==> src/rtl/acmv_pkg.sv <==
// shared types, constants and aes round functions for the cbc-mac checker
`default_nettype none
package acmv_pkg;

  localparam int unsigned BlockBytes = 16;
  localparam int unsigned BlockBits  = 128;
  localparam int unsigned MacBits    = 32;
  localparam int unsigned LastRound  = 10;
  localparam int unsigned QueueDepth = 4;
  localparam int unsigned QPtrW      = $clog2(QueueDepth);
  localparam int unsigned QCntW      = $clog2(QueueDepth + 1);

  typedef enum logic [2:0] {
    REG_MAC1_HI = 3'd0,
    REG_MAC1_LO = 3'd1,
    REG_MAC2_HI = 3'd2,
    REG_MAC2_LO = 3'd3,
    REG_SEED_HI = 3'd4,
    REG_SEED_LO = 3'd5
  } reg_idx_e;

  typedef logic [BlockBits-1:0] block_t;

  // one block of work for the cipher side
  typedef struct packed {
    block_t              blk;
    logic                first;
    logic                last;
    logic [MacBits-1:0]  rmac;
  } job_t;

  localparam logic [7:0] SBOX [0:255] = '{
    8'h63,8'h7c,8'h77,8'h7b,8'hf2,8'h6b,8'h6f,8'hc5,8'h30,8'h01,8'h67,8'h2b,8'hfe,8'hd7,8'hab,8'h76,
    8'hca,8'h82,8'hc9,8'h7d,8'hfa,8'h59,8'h47,8'hf0,8'had,8'hd4,8'ha2,8'haf,8'h9c,8'ha4,8'h72,8'hc0,
    8'hb7,8'hfd,8'h93,8'h26,8'h36,8'h3f,8'hf7,8'hcc,8'h34,8'ha5,8'he5,8'hf1,8'h71,8'hd8,8'h31,8'h15,
    8'h04,8'hc7,8'h23,8'hc3,8'h18,8'h96,8'h05,8'h9a,8'h07,8'h12,8'h80,8'he2,8'heb,8'h27,8'hb2,8'h75,
    8'h09,8'h83,8'h2c,8'h1a,8'h1b,8'h6e,8'h5a,8'ha0,8'h52,8'h3b,8'hd6,8'hb3,8'h29,8'he3,8'h2f,8'h84,
    8'h53,8'hd1,8'h00,8'hed,8'h20,8'hfc,8'hb1,8'h5b,8'h6a,8'hcb,8'hbe,8'h39,8'h4a,8'h4c,8'h58,8'hcf,
    8'hd0,8'hef,8'haa,8'hfb,8'h43,8'h4d,8'h33,8'h85,8'h45,8'hf9,8'h02,8'h7f,8'h50,8'h3c,8'h9f,8'ha8,
    8'h51,8'ha3,8'h40,8'h8f,8'h92,8'h9d,8'h38,8'hf5,8'hbc,8'hb6,8'hda,8'h21,8'h10,8'hff,8'hf3,8'hd2,
    8'hcd,8'h0c,8'h13,8'hec,8'h5f,8'h97,8'h44,8'h17,8'hc4,8'ha7,8'h7e,8'h3d,8'h64,8'h5d,8'h19,8'h73,
    8'h60,8'h81,8'h4f,8'hdc,8'h22,8'h2a,8'h90,8'h88,8'h46,8'hee,8'hb8,8'h14,8'hde,8'h5e,8'h0b,8'hdb,
    8'he0,8'h32,8'h3a,8'h0a,8'h49,8'h06,8'h24,8'h5c,8'hc2,8'hd3,8'hac,8'h62,8'h91,8'h95,8'he4,8'h79,
    8'he7,8'hc8,8'h37,8'h6d,8'h8d,8'hd5,8'h4e,8'ha9,8'h6c,8'h56,8'hf4,8'hea,8'h65,8'h7a,8'hae,8'h08,
    8'hba,8'h78,8'h25,8'h2e,8'h1c,8'ha6,8'hb4,8'hc6,8'he8,8'hdd,8'h74,8'h1f,8'h4b,8'hbd,8'h8b,8'h8a,
    8'h70,8'h3e,8'hb5,8'h66,8'h48,8'h03,8'hf6,8'h0e,8'h61,8'h35,8'h57,8'hb9,8'h86,8'hc1,8'h1d,8'h9e,
    8'he1,8'hf8,8'h98,8'h11,8'h69,8'hd9,8'h8e,8'h94,8'h9b,8'h1e,8'h87,8'he9,8'hce,8'h55,8'h28,8'hdf,
    8'h8c,8'ha1,8'h89,8'h0d,8'hbf,8'he6,8'h42,8'h68,8'h41,8'h99,8'h2d,8'h0f,8'hb0,8'h54,8'hbb,8'h16
  };

  function automatic logic [7:0] rcon_of(input logic [3:0] rnd);
    logic [7:0] rc;
    case (rnd)
      4'd1:    rc = 8'h01;
      4'd2:    rc = 8'h02;
      4'd3:    rc = 8'h04;
      4'd4:    rc = 8'h08;
      4'd5:    rc = 8'h10;
      4'd6:    rc = 8'h20;
      4'd7:    rc = 8'h40;
      4'd8:    rc = 8'h80;
      4'd9:    rc = 8'h1b;
      4'd10:   rc = 8'h36;
      default: rc = 8'h00;
    endcase
    return rc;
  endfunction

  function automatic logic [7:0] xtime(input logic [7:0] x);
    return {x[6:0], 1'b0} ^ (x[7] ? 8'h1b : 8'h00);
  endfunction

  // byte 0 sits in the top bits
  function automatic logic [7:0] byte_of(input block_t b, input int unsigned i);
    return b[BlockBits-1-8*i -: 8];
  endfunction

  function automatic block_t key_next(input block_t rk, input logic [7:0] rc);
    logic [31:0] w0, w1, w2, w3, tmp;
    w0 = rk[127:96];
    w1 = rk[95:64];
    w2 = rk[63:32];
    w3 = rk[31:0];
    tmp = {SBOX[w3[23:16]] ^ rc, SBOX[w3[15:8]], SBOX[w3[7:0]], SBOX[w3[31:24]]};
    w0 = w0 ^ tmp;
    w1 = w1 ^ w0;
    w2 = w2 ^ w1;
    w3 = w3 ^ w2;
    return {w0, w1, w2, w3};
  endfunction

  function automatic block_t aes_round(input block_t s, input block_t rk, input logic fin);
    logic [7:0] t [0:15];
    logic [7:0] m [0:15];
    logic [7:0] all;
    block_t     r;
    for (int c = 0; c < 4; c++) begin
      for (int i = 0; i < 4; i++) begin
        t[c*4+i] = SBOX[byte_of(s, ((c + i) % 4) * 4 + i)];
      end
    end
    for (int c = 0; c < 4; c++) begin
      all = t[c*4] ^ t[c*4+1] ^ t[c*4+2] ^ t[c*4+3];
      m[c*4]   = t[c*4]   ^ all ^ xtime(t[c*4]   ^ t[c*4+1]);
      m[c*4+1] = t[c*4+1] ^ all ^ xtime(t[c*4+1] ^ t[c*4+2]);
      m[c*4+2] = t[c*4+2] ^ all ^ xtime(t[c*4+2] ^ t[c*4+3]);
      m[c*4+3] = t[c*4+3] ^ all ^ xtime(t[c*4+3] ^ t[c*4]);
    end
    for (int i = 0; i < 16; i++) begin
      r[BlockBits-1-8*i -: 8] = (fin ? t[i] : m[i]) ^ byte_of(rk, i);
    end
    return r;
  endfunction

endpackage
`default_nettype wire

==> src/rtl/acmv_jobq.sv <==
// short job queue, up to two pushes and one pop per cycle
`default_nettype none
module acmv_jobq (
  input  wire logic                      clk_i,
  input  wire logic                      rst_ni,
  input  wire acmv_pkg::job_t            job_a_i,
  input  wire logic                      push_a_i,
  input  wire acmv_pkg::job_t            job_b_i,
  input  wire logic                      push_b_i,
  input  wire logic                      pop_i,
  output acmv_pkg::job_t                 head_o,
  output logic                           head_valid_o,
  output logic                           room2_o,
  output logic [acmv_pkg::QCntW-1:0]     count_o
);
  import acmv_pkg::*;

  job_t              mem_q [QueueDepth];
  logic [QPtrW-1:0]  wr_q, rd_q;
  logic [QCntW-1:0]  cnt_q, cnt_d;
  logic [QPtrW-1:0]  wr_b;

  always_comb begin
    wr_b  = wr_q + QPtrW'(1);
    cnt_d = cnt_q + QCntW'(push_a_i) + QCntW'(push_b_i) - QCntW'(pop_i);
  end

  assign head_o       = mem_q[rd_q];
  assign head_valid_o = (cnt_q != '0);
  assign room2_o      = (cnt_q <= QCntW'(QueueDepth - 2));
  assign count_o      = cnt_q;

  always_ff @(posedge clk_i or negedge rst_ni) begin
    if (!rst_ni) begin
      wr_q  <= '0;
      rd_q  <= '0;
      cnt_q <= '0;
    end else begin
      wr_q  <= wr_q + QPtrW'(push_a_i) + QPtrW'(push_b_i);
      rd_q  <= rd_q + QPtrW'(pop_i);
      cnt_q <= cnt_d;
    end
  end

  always_ff @(posedge clk_i) begin
    if (push_a_i) begin
      mem_q[wr_q] <= job_a_i;
    end
    if (push_b_i) begin
      mem_q[wr_b] <= job_b_i;
    end
  end

endmodule
`default_nettype wire

==> config.mk <==
export PLATFORM = sky130hd
export DESIGN_NAME = acmv_jobq
export DESIGN_NICKNAME = d
export VERILOG_FILES = /design/src/rtl/acmv_pkg.sv /design/src/rtl/acmv_jobq.sv
export SDC_FILE = /design/constraint.sdc
export NUM_CORES = 1
export LEC_CHECK = 0
export BUFFER_PORTS_ARGS = -buffer_cell sky130_fd_sc_hd__buf_2
export CELL_PAD_IN_SITES_DETAIL_PLACEMENT = 0
export CELL_PAD_IN_SITES_GLOBAL_PLACEMENT = 1
export CORE_MARGIN = 2
export CORE_UTILIZATION = 44
export DETAILED_ROUTE_END_ITERATION = 8
export GPL_TIMING_DRIVEN = 0
export PLACE_DENSITY = 0.81
export SLEW_MARGIN = 25
export SYNTH_ARGS = -nofsm -noshare
export SYNTH_HDL_FRONTEND = slang
export SYNTH_SLANG_ARGS = --single-unit
==> constraint.sdc <==
create_clock -name clk_i -period 12 [get_ports clk_i]
set_input_delay 2.4 -clock clk_i [delete_from_list [all_inputs] [get_ports clk_i]]
set_output_delay 2.4 -clock clk_i [all_outputs]
set_load 0.01 [all_outputs]
==> impl_metrics.ini <==
[pwr]
pwr-share-seq = 0.368
power_density_mw_per_mm2 = 252
p_int_uw = 6670
switching_share = 0.322
total_power_uw = 9830
p_leak_uw = 0.0143
irDropWorstVdd_mv = 0.133
power_frac_clock = 0.219
switching_power_uw = 3160
pwr-share-comb = 0.413

[floorplanning]
core-area_mm2 = 0.0716
die_area_mm2 = 0.0745
io_pins = 496
rows = 98
die_y_um = 273
start_util = 0.445
dieWidth_um = 273

[cts]
ctsResizeCount = 0
clock_path_buffers = 3
tritoncts = yes
htree_levels = 3
cts-root-buf = clkbuf_16
cts_buffers = 74
worstSkewPairLatency_ns = 0.60
clock_sinks = 655
path_clk_slew_ns = 0.06
ctsHoldBuffers = 0
post-cts-setup-buffers = 0

[timing]
slew_viol_final = 0
setup_violations = 0
fin_skew_ns = 0.0156
layout_min_cycle_time_ns = 5.26
worst_pin_slew_ns = 0.754
min_period_over_period = 0.438
hold_violations = 0
fmax_mhz = 190
rsz0062_at_grt = false
relSlewSlack = 0.498

[drt]
post-route-drc-count = 0
ant_nets = 0
wire_per_inst_um = 25.8
drt_wl_total_um = 83600
drtIter0Drc = 1274
via_per_inst = 5.53
drt-pass1-iter-count = 5
dr_total_vias = 17910

[grt]
grt_remaining_overflow = 0
grtUsageTotal = 0.223
grt_pass1_wl_um = 123000
grt_start_max_net_pins = 21
grt_pass1_vias = 19449
grt_antenna_before_repair = 34

[critical_path]
cp_max_fo = 10
required_ns = 9.60
critPathKind = flop to output pin
endpoint_kind = output pin
cp.arrival_ns = 2.86
cp-start-kind = flop

[logic_synthesis]
yosysUniqueCellTypes = 25
avgSynthCellArea_um2 = 19.9
yosys_warnings = 0
syn-num-nets = 1937
synthesis.instances = 1602
yosysSeqAreaShare = 0.617
synth_area_mm2 = 0.0318
ys_seq_elements = 655

[worst_hold_path]
hold_path_class = flop to flop

[job]
cap_violations = 0

[final_layout]
final_nets = 2552
fillerInstances = 5665
finalCoreUtilization = 0.545
area_delta_synth_final_pct = 22.6
drive_above_1_share = 0.638

[placed_design]
io_buffers = 495
dp_hpwl_um = 58900
routabilityCongestion = 0.794

[status]
outcome = complete, no violations
==> final cells by class <==
class                      instances  area [um2]  area share
antenna                           18        45.0     0.00115
buffer                           109         774      0.0198
clock buffer                      98        2040      0.0521
clock inverter                    29         246     0.00631
inverter                           6        22.5    0.000577
multi-input combinational        832       11400       0.293
sequential                       655       19600       0.503
tap                              950        1190      0.0304
timing repair buffer             539        3650      0.0935
==> stage by stage <==
stage / instance area, um2 / TNS (ns) / hold slack (ns) / worst slack (ns) / std cells
after global routing: 39000 / 0 / 0.527 / 6.55 / 3228
after floorplan: 31800 / -865.87 / 0.461 / -2.67 / 1602
after detailed placement: 36700 / 0 / 0.477 / 6.83 / 3091
after global placement: 35500 / -6162.15 / 0.470 / -14.26 / 3047
final: 39000 / 0 / 0.490 / 6.74 / 3236
after CTS: 39000 / 0 / 0.490 / 6.62 / 3218
==> power groups by stage <==
stage          registers [uW]  logic, uW  clock network, uW
2_1_floorplan            3920       2340                  0
3_3_place_gp             4230       3640                  0
5_1_grt                  3670       4310               2290
6_report                 3620       4060               2150
4_1_cts                  3630       4140               2190
3_5_place_dp             3670       4130                  0
==> per-layer routing <==
metal,track usage,vias to the layer above,routed length [um]
li1,-,7908,-
met4,0.0597,40,1520
met3,0.0713,146,6890
met5,0,-,253
met2,0.383,571,42900
met1,0.270,9245,32000
==> cells by family after synthesis <==
family                   count (synthesis)  synth area share
flip-flops                             655             0.617
AND/OR/NAND/NOR                          9           0.00169
AO/OA/AOI/OAI                            3          0.000550
XOR/XNOR                                 3          0.000825
adder cells (fa/ha/maj)                  6           0.00307
buffers and inverters                  115            0.0250
multiplexers                           811             0.352
==> layout by cell type, fill, tap and decap left out, types with 3 or more instances in the layout <==
master / netlist / layout
edfxtp_1: 648 / 648
buf_2: 57 / 552
mux2_2: 476 / 476
mux4_2: 162 / 162
mux2_1: 103 / 103
clkbuf_16: 0 / 77
mux2_4: 69 / 69
buf_16: 0 / 39
buf_6: 35 / 35
clkbuf_1: 8 / 25
diode_2: 0 / 18
clkinv_1: 0 / 15
buf_4: 8 / 8
clkinv_2: 0 / 7
dfrtp_1: 7 / 7
inv_1: 6 / 6
buf_12: 0 / 5
clkinv_8: 0 / 4
fa_1: 3 / 3
ha_1: 3 / 3
bufinv_16: 0 / 3
clkbuf_8: 0 / 3
==> critical path, cell delays in order (launching register included) <==
cell	delay, ns
dfrtp_1	0.34
buf_2	0.36
buf_2	0.41
buf_4	0.36
mux4_2	0.57
buf_2	0.18
==> cell usage after synthesis, drive strengths merged <==
master	number	area (um2)
buf	101	743
nand2b	1	6.26
mux2i	1	10.0
mux2	648	7560
nor3b	1	12.5
clkbuf	8	30.0
edfxtp	648	19500
fa	3	60.1
nand3b	2	15.0
nand3	1	5.00
mux4	162	3650
xor2	2	17.5
xnor2	1	8.76
a21o	1	7.51
inv	6	22.5
nand2	1	3.75
dfrtp	7	175
ha	3	37.5
o21ai	2	10.0
nor2	3	11.3
==> worst paths after layout <==
check / from / end / slack, ns / depth (start not counted)
worst max-delay path: rd_q[0] / head_o[156] / 6.74 / 5
worst min-delay path: rd_q[0] / rd_q[0] / 0.49 / 1
worst max register to register: wr_q[1] / mem_q[2][86] / 8.97 / 12
worst min register to register: rd_q[0] / rd_q[0] / 0.49 / 1
max in group asynchronous: rst_ni / rd_q[0] / 10.14 / 1
min in group asynchronous: rst_ni / count_o[0] / 1.66 / 1
==> state kept, by name, indices dropped and copies added (netlist names) <==
name	cells
rd_q	2
count_o	3
mem_q	648
wr_q	2
Note: power is estimated with default switching activity, not from simulation.
