`src/rtl/acmv_pkg.sv`:
```
// shared types, constants and aes round functions for the cbc-mac checker
`default_nettype none
package acmv_pkg;

  localparam int unsigned BlockBytes = 16;
  localparam int unsigned BlockBits  = 128;
  localparam int unsigned MacBits    = 32;
  localparam int unsigned LastRound  = 10;
  localparam int unsigned QueueDepth = 4;
  localparam int unsigned QPtrW      = $clog2(QueueDepth);
  localparam int unsigned QCntW      = $clog2(QueueDepth + 1);

  typedef enum logic [2:0] {
    REG_MAC1_HI = 3'd0,
    REG_MAC1_LO = 3'd1,
    REG_MAC2_HI = 3'd2,
    REG_MAC2_LO = 3'd3,
    REG_SEED_HI = 3'd4,
    REG_SEED_LO = 3'd5
  } reg_idx_e;

  typedef logic [BlockBits-1:0] block_t;

  // one block of work for the cipher side
  typedef struct packed {
    block_t              blk;
    logic                first;
    logic                last;
    logic [MacBits-1:0]  rmac;
  } job_t;

  localparam logic [7:0] SBOX [0:255] = '{
    8'h63,8'h7c,8'h77,8'h7b,8'hf2,8'h6b,8'h6f,8'hc5,8'h30,8'h01,8'h67,8'h2b,8'hfe,8'hd7,8'hab,8'h76,
    8'hca,8'h82,8'hc9,8'h7d,8'hfa,8'h59,8'h47,8'hf0,8'had,8'hd4,8'ha2,8'haf,8'h9c,8'ha4,8'h72,8'hc0,
    8'hb7,8'hfd,8'h93,8'h26,8'h36,8'h3f,8'hf7,8'hcc,8'h34,8'ha5,8'he5,8'hf1,8'h71,8'hd8,8'h31,8'h15,
    8'h04,8'hc7,8'h23,8'hc3,8'h18,8'h96,8'h05,8'h9a,8'h07,8'h12,8'h80,8'he2,8'heb,8'h27,8'hb2,8'h75,
    8'h09,8'h83,8'h2c,8'h1a,8'h1b,8'h6e,8'h5a,8'ha0,8'h52,8'h3b,8'hd6,8'hb3,8'h29,8'he3,8'h2f,8'h84,
    8'h53,8'hd1,8'h00,8'hed,8'h20,8'hfc,8'hb1,8'h5b,8'h6a,8'hcb,8'hbe,8'h39,8'h4a,8'h4c,8'h58,8'hcf,
    8'hd0,8'hef,8'haa,8'hfb,8'h43,8'h4d,8'h33,8'h85,8'h45,8'hf9,8'h02,8'h7f,8'h50,8'h3c,8'h9f,8'ha8,
    8'h51,8'ha3,8'h40,8'h8f,8'h92,8'h9d,8'h38,8'hf5,8'hbc,8'hb6,8'hda,8'h21,8'h10,8'hff,8'hf3,8'hd2,
    8'hcd,8'h0c,8'h13,8'hec,8'h5f,8'h97,8'h44,8'h17,8'hc4,8'ha7,8'h7e,8'h3d,8'h64,8'h5d,8'h19,8'h73,
    8'h60,8'h81,8'h4f,8'hdc,8'h22,8'h2a,8'h90,8'h88,8'h46,8'hee,8'hb8,8'h14,8'hde,8'h5e,8'h0b,8'hdb,
    8'he0,8'h32,8'h3a,8'h0a,8'h49,8'h06,8'h24,8'h5c,8'hc2,8'hd3,8'hac,8'h62,8'h91,8'h95,8'he4,8'h79,
    8'he7,8'hc8,8'h37,8'h6d,8'h8d,8'hd5,8'h4e,8'ha9,8'h6c,8'h56,8'hf4,8'hea,8'h65,8'h7a,8'hae,8'h08,
    8'hba,8'h78,8'h25,8'h2e,8'h1c,8'ha6,8'hb4,8'hc6,8'he8,8'hdd,8'h74,8'h1f,8'h4b,8'hbd,8'h8b,8'h8a,
    8'h70,8'h3e,8'hb5,8'h66,8'h48,8'h03,8'hf6,8'h0e,8'h61,8'h35,8'h57,8'hb9,8'h86,8'hc1,8'h1d,8'h9e,
    8'he1,8'hf8,8'h98,8'h11,8'h69,8'hd9,8'h8e,8'h94,8'h9b,8'h1e,8'h87,8'he9,8'hce,8'h55,8'h28,8'hdf,
    8'h8c,8'ha1,8'h89,8'h0d,8'hbf,8'he6,8'h42,8'h68,8'h41,8'h99,8'h2d,8'h0f,8'hb0,8'h54,8'hbb,8'h16
  };

  function automatic logic [7:0] rcon_of(input logic [3:0] rnd);
    logic [7:0] rc;
    case (rnd)
      4'd1:    rc = 8'h01;
      4'd2:    rc = 8'h02;
      4'd3:    rc = 8'h04;
      4'd4:    rc = 8'h08;
      4'd5:    rc = 8'h10;
      4'd6:    rc = 8'h20;
      4'd7:    rc = 8'h40;
      4'd8:    rc = 8'h80;
      4'd9:    rc = 8'h1b;
      4'd10:   rc = 8'h36;
      default: rc = 8'h00;
    endcase
    return rc;
  endfunction

  function automatic logic [7:0] xtime(input logic [7:0] x);
    return {x[6:0], 1'b0} ^ (x[7] ? 8'h1b : 8'h00);
  endfunction

  // byte 0 sits in the top bits
  function automatic logic [7:0] byte_of(input block_t b, input int unsigned i);
    return b[BlockBits-1-8*i -: 8];
  endfunction

  function automatic block_t key_next(input block_t rk, input logic [7:0] rc);
    logic [31:0] w0, w1, w2, w3, tmp;
    w0 = rk[127:96];
    w1 = rk[95:64];
    w2 = rk[63:32];
    w3 = rk[31:0];
    tmp = {SBOX[w3[23:16]] ^ rc, SBOX[w3[15:8]], SBOX[w3[7:0]], SBOX[w3[31:24]]};
    w0 = w0 ^ tmp;
    w1 = w1 ^ w0;
    w2 = w2 ^ w1;
    w3 = w3 ^ w2;
    return {w0, w1, w2, w3};
  endfunction

  function automatic block_t aes_round(input block_t s, input block_t rk, input logic fin);
    logic [7:0] t [0:15];
    logic [7:0] m [0:15];
    logic [7:0] all;
    block_t     r;
    for (int c = 0; c < 4; c++) begin
      for (int i = 0; i < 4; i++) begin
        t[c*4+i] = SBOX[byte_of(s, ((c + i) % 4) * 4 + i)];
      end
    end
    for (int c = 0; c < 4; c++) begin
      all = t[c*4] ^ t[c*4+1] ^ t[c*4+2] ^ t[c*4+3];
      m[c*4]   = t[c*4]   ^ all ^ xtime(t[c*4]   ^ t[c*4+1]);
      m[c*4+1] = t[c*4+1] ^ all ^ xtime(t[c*4+1] ^ t[c*4+2]);
      m[c*4+2] = t[c*4+2] ^ all ^ xtime(t[c*4+2] ^ t[c*4+3]);
      m[c*4+3] = t[c*4+3] ^ all ^ xtime(t[c*4+3] ^ t[c*4]);
    end
    for (int i = 0; i < 16; i++) begin
      r[BlockBits-1-8*i -: 8] = (fin ? t[i] : m[i]) ^ byte_of(rk, i);
    end
    return r;
  endfunction

endpackage
`default_nettype wire

```
`src/rtl/acmv_front.sv`:
```
// byte gatherer: builds blocks and hands block jobs to the queue
`default_nettype none
module acmv_front (
  input  wire logic                 clk_i,
  input  wire logic                 rst_ni,
  input  wire logic                 take_i,
  input  wire logic [7:0]           data_byte_i,
  input  wire logic                 is_last_i,
  input  wire logic [31:0]          received_mac_i,
  output acmv_pkg::job_t            job_a_o,
  output logic                      push_a_o,
  output acmv_pkg::job_t            job_b_o,
  output logic                      push_b_o
);
  import acmv_pkg::*;

  block_t     gather_q, gather_d;
  logic [3:0] cnt_q, cnt_d;
  logic       active_q, active_d;
  logic       first_q, first_d;

  logic       push_held;
  logic [3:0] idx;
  block_t     base, new_blk;
  job_t       held_job, last_job;

  always_comb begin
    push_held = active_q && (cnt_q == 4'd0);
    idx       = active_q ? cnt_q : 4'd0;
    base      = (!active_q || push_held) ? '0 : gather_q;
    new_blk   = base | ({data_byte_i, {(BlockBits-8){1'b0}}} >> {idx, 3'b000});

    held_job.blk   = gather_q;
    held_job.first = first_q;
    held_job.last  = 1'b0;
    held_job.rmac  = '0;

    last_job.blk   = new_blk;
    last_job.first = !active_q || (!push_held && first_q);
    last_job.last  = 1'b1;
    last_job.rmac  = received_mac_i;

    job_a_o  = push_held ? held_job : last_job;
    job_b_o  = last_job;
    push_a_o = take_i && (push_held || is_last_i);
    push_b_o = take_i && push_held && is_last_i;

    gather_d = gather_q;
    cnt_d    = cnt_q;
    active_d = active_q;
    first_d  = first_q;
    if (take_i) begin
      if (is_last_i) begin
        active_d = 1'b0;
        cnt_d    = 4'd0;
      end else begin
        active_d = 1'b1;
        cnt_d    = idx + 4'd1;
        gather_d = new_blk;
        first_d  = !active_q || (!push_held && first_q);
      end
    end
  end

  always_ff @(posedge clk_i or negedge rst_ni) begin
    if (!rst_ni) begin
      cnt_q    <= 4'd0;
      active_q <= 1'b0;
      first_q  <= 1'b0;
    end else begin
      cnt_q    <= cnt_d;
      active_q <= active_d;
      first_q  <= first_d;
    end
  end

  always_ff @(posedge clk_i) begin
    gather_q <= gather_d;
  end

endmodule
`default_nettype wire

```
`config.mk`:
```
export PLATFORM = sky130hd
export DESIGN_NAME = acmv_front
export DESIGN_NICKNAME = d
export VERILOG_FILES = /design/src/rtl/acmv_pkg.sv /design/src/rtl/acmv_front.sv
export SDC_FILE = /design/constraint.sdc
export NUM_CORES = 1
export LEC_CHECK = 0
export BUFFER_PORTS_ARGS = -buffer_cell sky130_fd_sc_hd__buf_2
export CORE_AREA = 2 2 144 146
export DETAILED_ROUTE_END_ITERATION = 7
export DIE_AREA = 0 0 146 148
export PLACE_DENSITY = 0.67
export SLEW_MARGIN = 20
export SYNTH_ARGS = -nofsm -noshare
export SYNTH_HDL_FRONTEND = slang
export SYNTH_SLANG_ARGS = --single-unit
```
`constraint.sdc`:
```
create_clock -name clk_i -period 3.05 [get_ports clk_i]
set_input_delay 0.1525 -clock clk_i [delete_from_list [all_inputs] [get_ports clk_i]]
set_output_delay 0.1525 -clock clk_i [all_outputs]
set_load 0.05 [all_outputs]
```
==> metrics.yaml, run 1 <==
drt:
  first_iter_violations: 563
  drtAntennaViolNets: 0
  routedWlPerCell_um: 21.3
  vias: 6503
  first_pass_iters: 5
  drcViolationCount: 0
  routed_wirelength_um: 25300
  via_per_inst: 5.49
critical_path:
  endpoint_kind: "output pin"
  start_kind: "register"
  worst_r2r_endpoint: "gather_q[123]"
  worstSetupPathType: "register to output pin"
  r2r-start: "cnt_q[1]"
  reg2reg_slack_ns: 1.09
  r2r_cells: 4
  worstPathRequired_ns: 2.90
  arrival_ns: 2.64
  critical_path.endpoint: "job_a_o[16]"
  crit_start: "cnt_q[0]"
  crit_path_max_fanout: 35
cts:
  cts_root_buffer: "clkbuf_16"
  clk_latency_ns: 0.42
  clk_pin_slew_worst_paths_ns: 0.06
  numCtsBuffers: 17
  cts.sinks: 134
  post_cts_resized: 0
  cts_tree: "yes"
  clk_path_buf_depth: 2
  cts_max_level: 4
synthesis:
  synth_top_area_share_pct: 52.0
  syn_area_per_cell_um2: 12.3
  ys_types: 35
  synth_top_cells_by_area: "edfxtp_1, a22o_1, buf_4"
  yosysTopAreaCell: "edfxtp_1"
  synth_flop_cell: "edfxtp_1"
  synthArstFlopShare_pct: 4.48
  syn-num-nets: 645
  yosys_warnings: 0
  ys_ff_latch: 134
  synthCells: 601
  synth_edf_count: 128
  netlist_area_um2: 7390
  ys_seq_area_share_pct: 54.0
sta:
  worst_pin_slew_ns: 0.914
  finalClockSkew_ns: 0.00630
  layout_worst_path_cycle_share_pct: 91.6
  hold_viol_final: 0
  rsz0062_at_grt: "no"
  fin_crit_ns: 2.79
  setup_viol: 0
  maxSlewHeadroom_pct: 39.1
  drv_slew: 0
  hold_slack_ns: 0.0844
  max_freq_mhz: 358
  tns_ns: 0
final_layout:
  syn_to_final_growth_pct: 32.5
  final_common_cell: "buf_2"
  num-nets-final: 944
  layout_common_cells: "buf_2, a22o_1, edfxtp_1, and2_1, nor2_1"
  drive_above_1_share_pct: 48.3
power_and_ir_drop:
  power.total_mw: 7.01
  ir_drop_mv: 0.469
  leakage_nw: 4.57
  p_per_area_nw_per_um2: 716
global_routing:
  overflow: 0
  grt_pass1_vias: 6018
  antenna_found_initial: 0
  grt_pass1_wl_um: 37500
  grt_max_degree: 132
  grt_use_total_pct: 22.4
floorplan:
  die_w_um: 146
  die_area_um2: 21600
  core_area_um2: 20000
  ios: 370
  fp.dieH_um: 148
  rows: 52
  initial_core_util_pct: 36.9
placement:
  place.gp.congestion: 0.925
  numPortBuffers: 368
  dp_hpwl_um: 16700
worst_hold_path:
  hold_path.class: "primary input to register"
run:
  drv_cap: 0
status:
  status: "finished clean"
==> cell families after synthesis <==
kind of cell           after synthesis  synth area share [%]
AOI/OAI and AO/OA                  243                  28.3
DFF                                134                  54.0
muxes                               16                  2.44
and+or+nand+nor                     82                  6.48
buffers and inverters              125                  8.70
other                                1                0.0507
==> registers in the layout, summed over array words and instances (netlist names) <==
register / count
active_q: 1
cnt_q: 4
first_q: 1
gather_q: 128
==> through the flow <==
step,utilization [%],instance area [um^2],std cells,setup slack [ns]
3_5_place_dp,45.9,9190,1150,0.693
3_3_place_gp,45.9,9190,1150,0.791
5_1_grt,48.9,9790,1183,0.0614
4_1_cts,48.9,9790,1183,0.231
2_1_floorplan,-,7400,601,0.409
6_report,48.9,9790,1184,0.257
==> what timing repair did <==
action / in CTS / in global routing
buffers inserted: 0 / 0
hold buffers: 1 / 0
hold endpoints to repair: 6 / 0
endpoints found under the setup margin: 0 / 0
==> worst min path at each step <==
| stage | start | endpoint | cells after the start |
|---|---|---|---|
| floorplan | rst_ni | active_q | 0 |
| global placement | rst_ni | active_q | 1 |
| detailed placement | rst_ni | active_q | 1 |
| CTS | take_i | cnt_q[0] | 2 |
| global route | take_i | cnt_q[2] | 2 |
| finish | take_i | cnt_q[0] | 2 |
==> critical path, stage by stage (launching register included) <==
cell and delay, ns:
dfrtp_1 0.50, or3b_1 0.48, or3_1 0.70, and2_1 0.33
buf_2 0.21
==> per-layer routing <==
| metal | wire [um] | track usage (%) | part of all wire [%] |
|---|---|---|---|
| met1 | 11200 | 31.6 | 44 |
| met2 | 11700 | 33.8 | 47 |
| met3 | 1870 | 5.77 | 7.4 |
| met4 | 465 | 6.84 | 1.8 |
| met5 | 0 | 0 | 0 |
==> Yosys cell counts, types with 5 or more instances <==
master	n
and2_1	32
buf_4	33
a22o_1	217
nand2_1	5
mux2_2	16
clkbuf_1	49
inv_1	16
buf_2	22
nor2_1	25
a21o_1	5
edfxtp_1	128
a32oi_1	10
dfrtp_1	6
==> power by group <==
part | total, mW | leakage (nW) | switching [mW] | internal, mW
combinational | 2.69 | 2.98 | 2.08 | 0.609
clock | 2.08 | 0.283 | 0.804 | 1.28
sequential | 2.24 | 1.31 | 0.0660 | 2.17
total | 7.01 | 4.57 | 2.95 | 4.06
==> layout make-up <==
cell class | instances | area, um^2
Antenna cell | 1 | 2.50
Clock buffer | 18 | 429
Clock inverter | 14 | 159
Fill cell | 1868 | 10200
Inverter | 16 | 60.1
Multi-Input combinational cell | 342 | 2770
Sequential cell | 134 | 4000
Tap cell | 270 | 338
Timing Repair Buffer | 389 | 2040
(Power assumes the default switching activity.)
==> run 2: changes to the inputs <==
==> constraint.sdc (replaced) <==
create_clock -name clk_i -period 3.05 [get_ports clk_i]
set_input_delay 0.1525 -clock clk_i [delete_from_list [all_inputs] [get_ports clk_i]]
set_output_delay 0.1525 -clock clk_i [all_outputs]
set_load 0.02 [all_outputs]
==> metrics.yaml, run 2 (synthesis results as in run 1) <==
status:
  status: "finished clean"
critical_path:
  worstPathRequired_ns: 2.90
  worstSetupPathType: "register to output pin"
  r2r-start: "cnt_q[1]"
  start_kind: "register"
  endpoint_kind: "output pin"
  arrival_ns: 2.61
  path_cells: "or3b_1 -> or3_1 -> and2_1 -> buf_2"
  crit_start: "cnt_q[0]"
  crit_path_max_fanout: 35
  crit_path_top_delay_cell: "or3_1"
  critPathMaxStageDelay_ns: 0.71
placement:
  place.gp.congestion: 0.936
  numPortBuffers: 368
  place_area_um2: 9180
  dp_hpwl_um: 17200
  post-place-ws_ns: 0.736
power_and_ir_drop:
  power.switching_mw: 2.04
  p_int_mw: 3.88
  p_clk_share_pct: 32.4
  switching_share_pct: 34.4
  ir_drop_mv: 0.354
  p_per_area_nw_per_um2: 608
  combPwrFrac_pct: 29.8
  pwr-share-seq_pct: 37.8
  leakage_nw: 4.55
final_layout:
  regMostFlops: "gather_q"
  largest_registers: "gather_q: 128 flops, cnt_q: 4 flops"
  antenna_cells: 0
  largest_reg_flops: 128
  drive_above_1_share_pct: 48.2
  syn_to_final_growth_pct: 31.7
  layout_common_cells: "buf_2, a22o_1, edfxtp_1, and2_1, nor2_1"
  num-nets-final: 946
  final_common_cell: "buf_2"
  final_area_um2: 9730
floorplan:
  core_area_um2: 20000
  die_area_um2: 21600
  ios: 370
  rows: 52
  die_w_um: 146
  initial_core_util_pct: 36.9
  fp.dieH_um: 148
cts:
  numCtsBuffers: 17
  post_cts_resized: 0
  cts_root_buffer: "clkbuf_16"
  clk_latency_ns: 0.42
  cts.sinks: 134
  cts_tree: "yes"
  clk_pin_slew_worst_paths_ns: 0.06
  cts_setup_buffers: 0
  clk_path_buf_depth: 2
  cts_max_level: 4
global_routing:
  antenna_found_initial: 2
  grt_use_total_pct: 22.5
  grt_pass1_wl_um: 37900
  grt_use_met3_pct: 5.83
  grt_max_degree: 73
  globalRouteMet1Util_pct: 31.5
  grt_pass1_vias: 6111
  grt_use_met2_pct: 35.1
  top_usage_layer: "met2"
  overflow: 0
worst_hold_path:
  hold_path.class: "primary input to register"
  hold_start: "take_i"
sta:
  drv_slew: 0
  worst_slack_ns: 0.292
  tns_ns: 0
  maxSlewHeadroom_pct: 40.9
  layout_worst_path_cycle_share_pct: 90.4
  hold_viol_final: 0
  finalClockSkew_ns: 0.00903
  worst_pin_slew_ns: 0.887
  setup_viol: 0
  max_freq_mhz: 363
  rsz0062_at_grt: "no"
  fin_crit_ns: 2.76
drt:
  first_pass_iters: 5
  drcViolationCount: 0
  drtAntennaViolNets: 0
  vias: 6618
  via_per_inst: 5.58
  first_iter_violations: 413
  routed_wirelength_um: 25400
  routedWlPerCell_um: 21.4
run:
  drv_cap: 0
==> run 2: cell types whose count changed in the layout (fill, tap and decap cells not counted), sizes merged <==
cell      before  now
diode          1    0
bufinv         3    1
clkinvlp       3    2
buf          388  390
clkinv         7   10
==> run 2: final cells by class <==
cell class	instances	area (um^2)
clock inverter	14	111
fill	1854	10300
multi-input combinational	342	2770
sequential	134	4000
timing repair buffer	391	2030
tap	270	338
clock buffer	18	429
inverter	16	60.1
==> run 2: per-layer routing <==
metal  up-vias  part of all wire, %  wire length, um
li1       2964                    -                -
met1      3261                   44            11300
met2       359                   47            11900
met3        30                  7.6             1940
met4         4                  1.3              343
met5         -                0.075               19
==> run 2: final timing paths <==
path / end / slack [ns] / cells after the start
worst max register to register: gather_q[127] / 0.98 / 4
max in group asynchronous: active_q / 2.76 / 2
worst min-delay path: cnt_q[1] / 0.1 / 2
worst max-delay path: job_a_o[6] / 0.29 / 4
worst min register to register: gather_q[39] / 0.59 / 1
min in group asynchronous: cnt_q[2] / 0.12 / 2
==> run 2: timing repair <==
item,CTS,global route
hold buffers,1,0
setup endpoints to repair,0,0
endpoints found under the hold margin,6,0
==> run 2: critical path, delay by kind of cell, from the launching register on <==
kind | cells | cell delay (ns)
flops | 1 | 0.50
buf+inv | 1 | 0.16
simple gates | 3 | 1.53
==> run 2: power groups by stage <==
stage / combinational [mW] / sequential (mW) / clock, mW
global route: 1.86 / 2.25 / 2.04
global placement: 1.75 / 2.27 / 0
CTS: 1.77 / 2.24 / 1.97
finish: 1.76 / 2.24 / 1.92
detailed placement: 1.76 / 2.28 / 0
floorplan: 1.22 / 2.25 / 0
==> run 2: per-stage QoR <==
step | utilization (%) | total power [mW] | instances | hold slack [ns]
3_3_place_gp | 45.8 | 4.02 | 1152 | -0.00325
2_1_floorplan | - | 3.47 | 601 | -0.143
3_5_place_dp | 45.8 | 4.03 | 1152 | -0.00623
4_1_cts | 48.6 | 5.97 | 1185 | 0.0635
6_report | 48.6 | 5.92 | 1185 | 0.0959
5_1_grt | 48.6 | 6.15 | 1185 | 0.0891
==> run 3: changes to the inputs <==
CORE_AREA = not set   (was 2 2 144 146)
CORE_ASPECT_RATIO = 2   (was not set)
CORE_MARGIN = 1.5   (was not set)
CORE_UTILIZATION = 33   (was not set)
DIE_AREA = not set   (was 0 0 146 148)
PLACE_DENSITY = not set   (was 0.67)
==> metrics.yaml, run 3 (synthesis results as in run 1) <==
drt:
  drcViolationCount: 0
  routedWlPerCell_um: 22.6
  first_pass_iters: 4
  vias: 6486
  drtAntennaViolNets: 0
  routed_wirelength_um: 27000
  via_per_inst: 5.44
  first_iter_violations: 472
floorplan:
  die_area_um2: 23400
  fp.dieH_um: 215
  rows: 77
  core_area_um2: 22100
  die_w_um: 109
  ios: 370
  initial_core_util_pct: 33.5
final_layout:
  layout_common_cells: "buf_2, a22o_1, edfxtp_1, and2_1, nor2_1"
  antenna_cells: 0
  regMostFlops: "gather_q"
  drive_above_1_share_pct: 48.0
  num-nets-final: 947
  largest_registers: "gather_q: 128 flops, cnt_q: 4 flops"
  post-route-util_pct: 44.5
  final_common_cell: "buf_2"
  syn_to_final_growth_pct: 32.8
  largest_reg_flops: 128
placement:
  place.gp.congestion: 0.869
  post-place-ws_ns: 0.741
  dp_hpwl_um: 18800
  numPortBuffers: 368
sta:
  drv_slew: 0
  rsz0062_at_grt: "no"
  setup_viol: 0
  maxSlewHeadroom_pct: 39.4
  worst_slack_ns: 0.275
  max_freq_mhz: 360
  layout_worst_path_cycle_share_pct: 91.0
  fin_crit_ns: 2.78
  hold_viol_final: 0
  tns_ns: 0
  finalClockSkew_ns: 0.00879
  worst_pin_slew_ns: 0.910
critical_path:
  endpoint_kind: "output pin"
  arrival_ns: 2.62
  r2r-start: "cnt_q[1]"
  critPathMaxStageDelay_ns: 0.71
  crit_path_max_fanout: 35
  crit_path_top_delay_cell: "or3_1"
  worst_r2r_endpoint: "gather_q[127]"
  worstPathRequired_ns: 2.90
  r2r_cells: 5
  path_cells: "or3b_1 -> or3_1 -> and2_1 -> buf_2"
  cpLargestDelayFamily: "simple AND/OR/NAND/NOR gates"
  cp_num_buf_inv: 1
  reg2reg_slack_ns: 0.90
  start_kind: "register"
  worstSetupPathType: "register to output pin"
global_routing:
  grt_max_degree: 86
  antenna_found_initial: 0
  globalRouteMet1Util_pct: 25.2
  grt_use_met3_pct: 3.98
  top_usage_layer: "met2"
  grt_pass1_vias: 6168
  grt_pass1_wl_um: 38000
  overflow: 0
  grt_use_total_pct: 22.4
  grt_use_met2_pct: 40.4
power_and_ir_drop:
  combPwrFrac_pct: 29.4
  p_clk_share_pct: 33.5
  p_int_mw: 4.03
  pwr-share-seq_pct: 37.0
  switching_share_pct: 33.3
  leakage_nw: 4.59
  power.switching_mw: 2.01
  ir_drop_mv: 0.445
  p_per_area_nw_per_um2: 616
cts:
  cts_root_buffer: "clkbuf_16"
  cts_tree: "yes"
  numCtsBuffers: 17
  clk_latency_ns: 0.44
  cts_max_level: 4
  clk_pin_slew_worst_paths_ns: 0.05
  cts.sinks: 134
  post_cts_resized: 0
  clk_path_buf_depth: 2
worst_hold_path:
  worstHoldEndpoint: "cnt_q[0]"
  hold_path.class: "primary input to register"
  whs_path_depth: 2
  hold_start: "take_i"
status:
  status: "finished clean"
run:
  drv_cap: 0
run 3: changes by cell type in the layout (fill, tap and decap cells not counted), moves of 3 or more:
cell	delta
clkbuf_8	+6
clkinv_1	-3
buf_12	+3
clkbuf_1	+5
clkinv_4	-3
run 3: per-stage QoR:
stage | total power, mW | instance area [um^2] | hold WS, ns | instances
2_1_floorplan | 3.47 | 7400 | -0.143 | 601
3_3_place_gp | 4.06 | 9240 | -0.00242 | 1159
3_5_place_dp | 4.06 | 9240 | -0.00369 | 1159
4_1_cts | 6.11 | 9820 | 0.0577 | 1192
5_1_grt | 6.26 | 9820 | 0.109 | 1192
6_report | 6.04 | 9820 | 0.0998 | 1192
run 3: worst max-delay path by stage:
stage,start,end,depth (start not counted)
after floorplan,take_i,first_q,3
after global placement,cnt_q[0],job_a_o[1],4
after detailed placement,cnt_q[0],job_a_o[22],4
after CTS,cnt_q[0],job_a_o[28],4
after global routing,cnt_q[2],job_a_o[25],4
final,cnt_q[0],job_a_o[4],4
run 3: timing repair:
item                      4_1_cts  5_1_grt
hold buffers                    1        0
hold endpoints to repair        6        0
buffers inserted                0        0
run 3: power by group through the flow:
stage / clock network [mW] / logic (mW) / registers [mW]
5_1_grt: 2.12 / 1.89 / 2.25
4_1_cts: 2.08 / 1.80 / 2.24
3_5_place_dp: 0 / 1.79 / 2.27
6_report: 2.03 / 1.78 / 2.24
3_3_place_gp: 0 / 1.79 / 2.27
2_1_floorplan: 0 / 1.22 / 2.25
run 3: area by class of cell:
class,instances,area [um^2]
inverter,16,60.1
clock buffer,29,531
tap,276,345
sequential,134,4000
multi-input combinational,342,2770
clock inverter,3,40.0
timing repair buffer,392,2070
fill,2145,12200
run 3: routing by layer:
| layer | up-vias | routed length (um) | share of wire, % |
|---|---|---|---|
| met4 | 0 | 735 | 2.7 |
| met1 | 3219 | 10300 | 38 |
| met3 | 37 | 1420 | 5.3 |
| met2 | 271 | 14500 | 54 |
| met5 | - | 0 | 0 |
| li1 | 2959 | - | - |
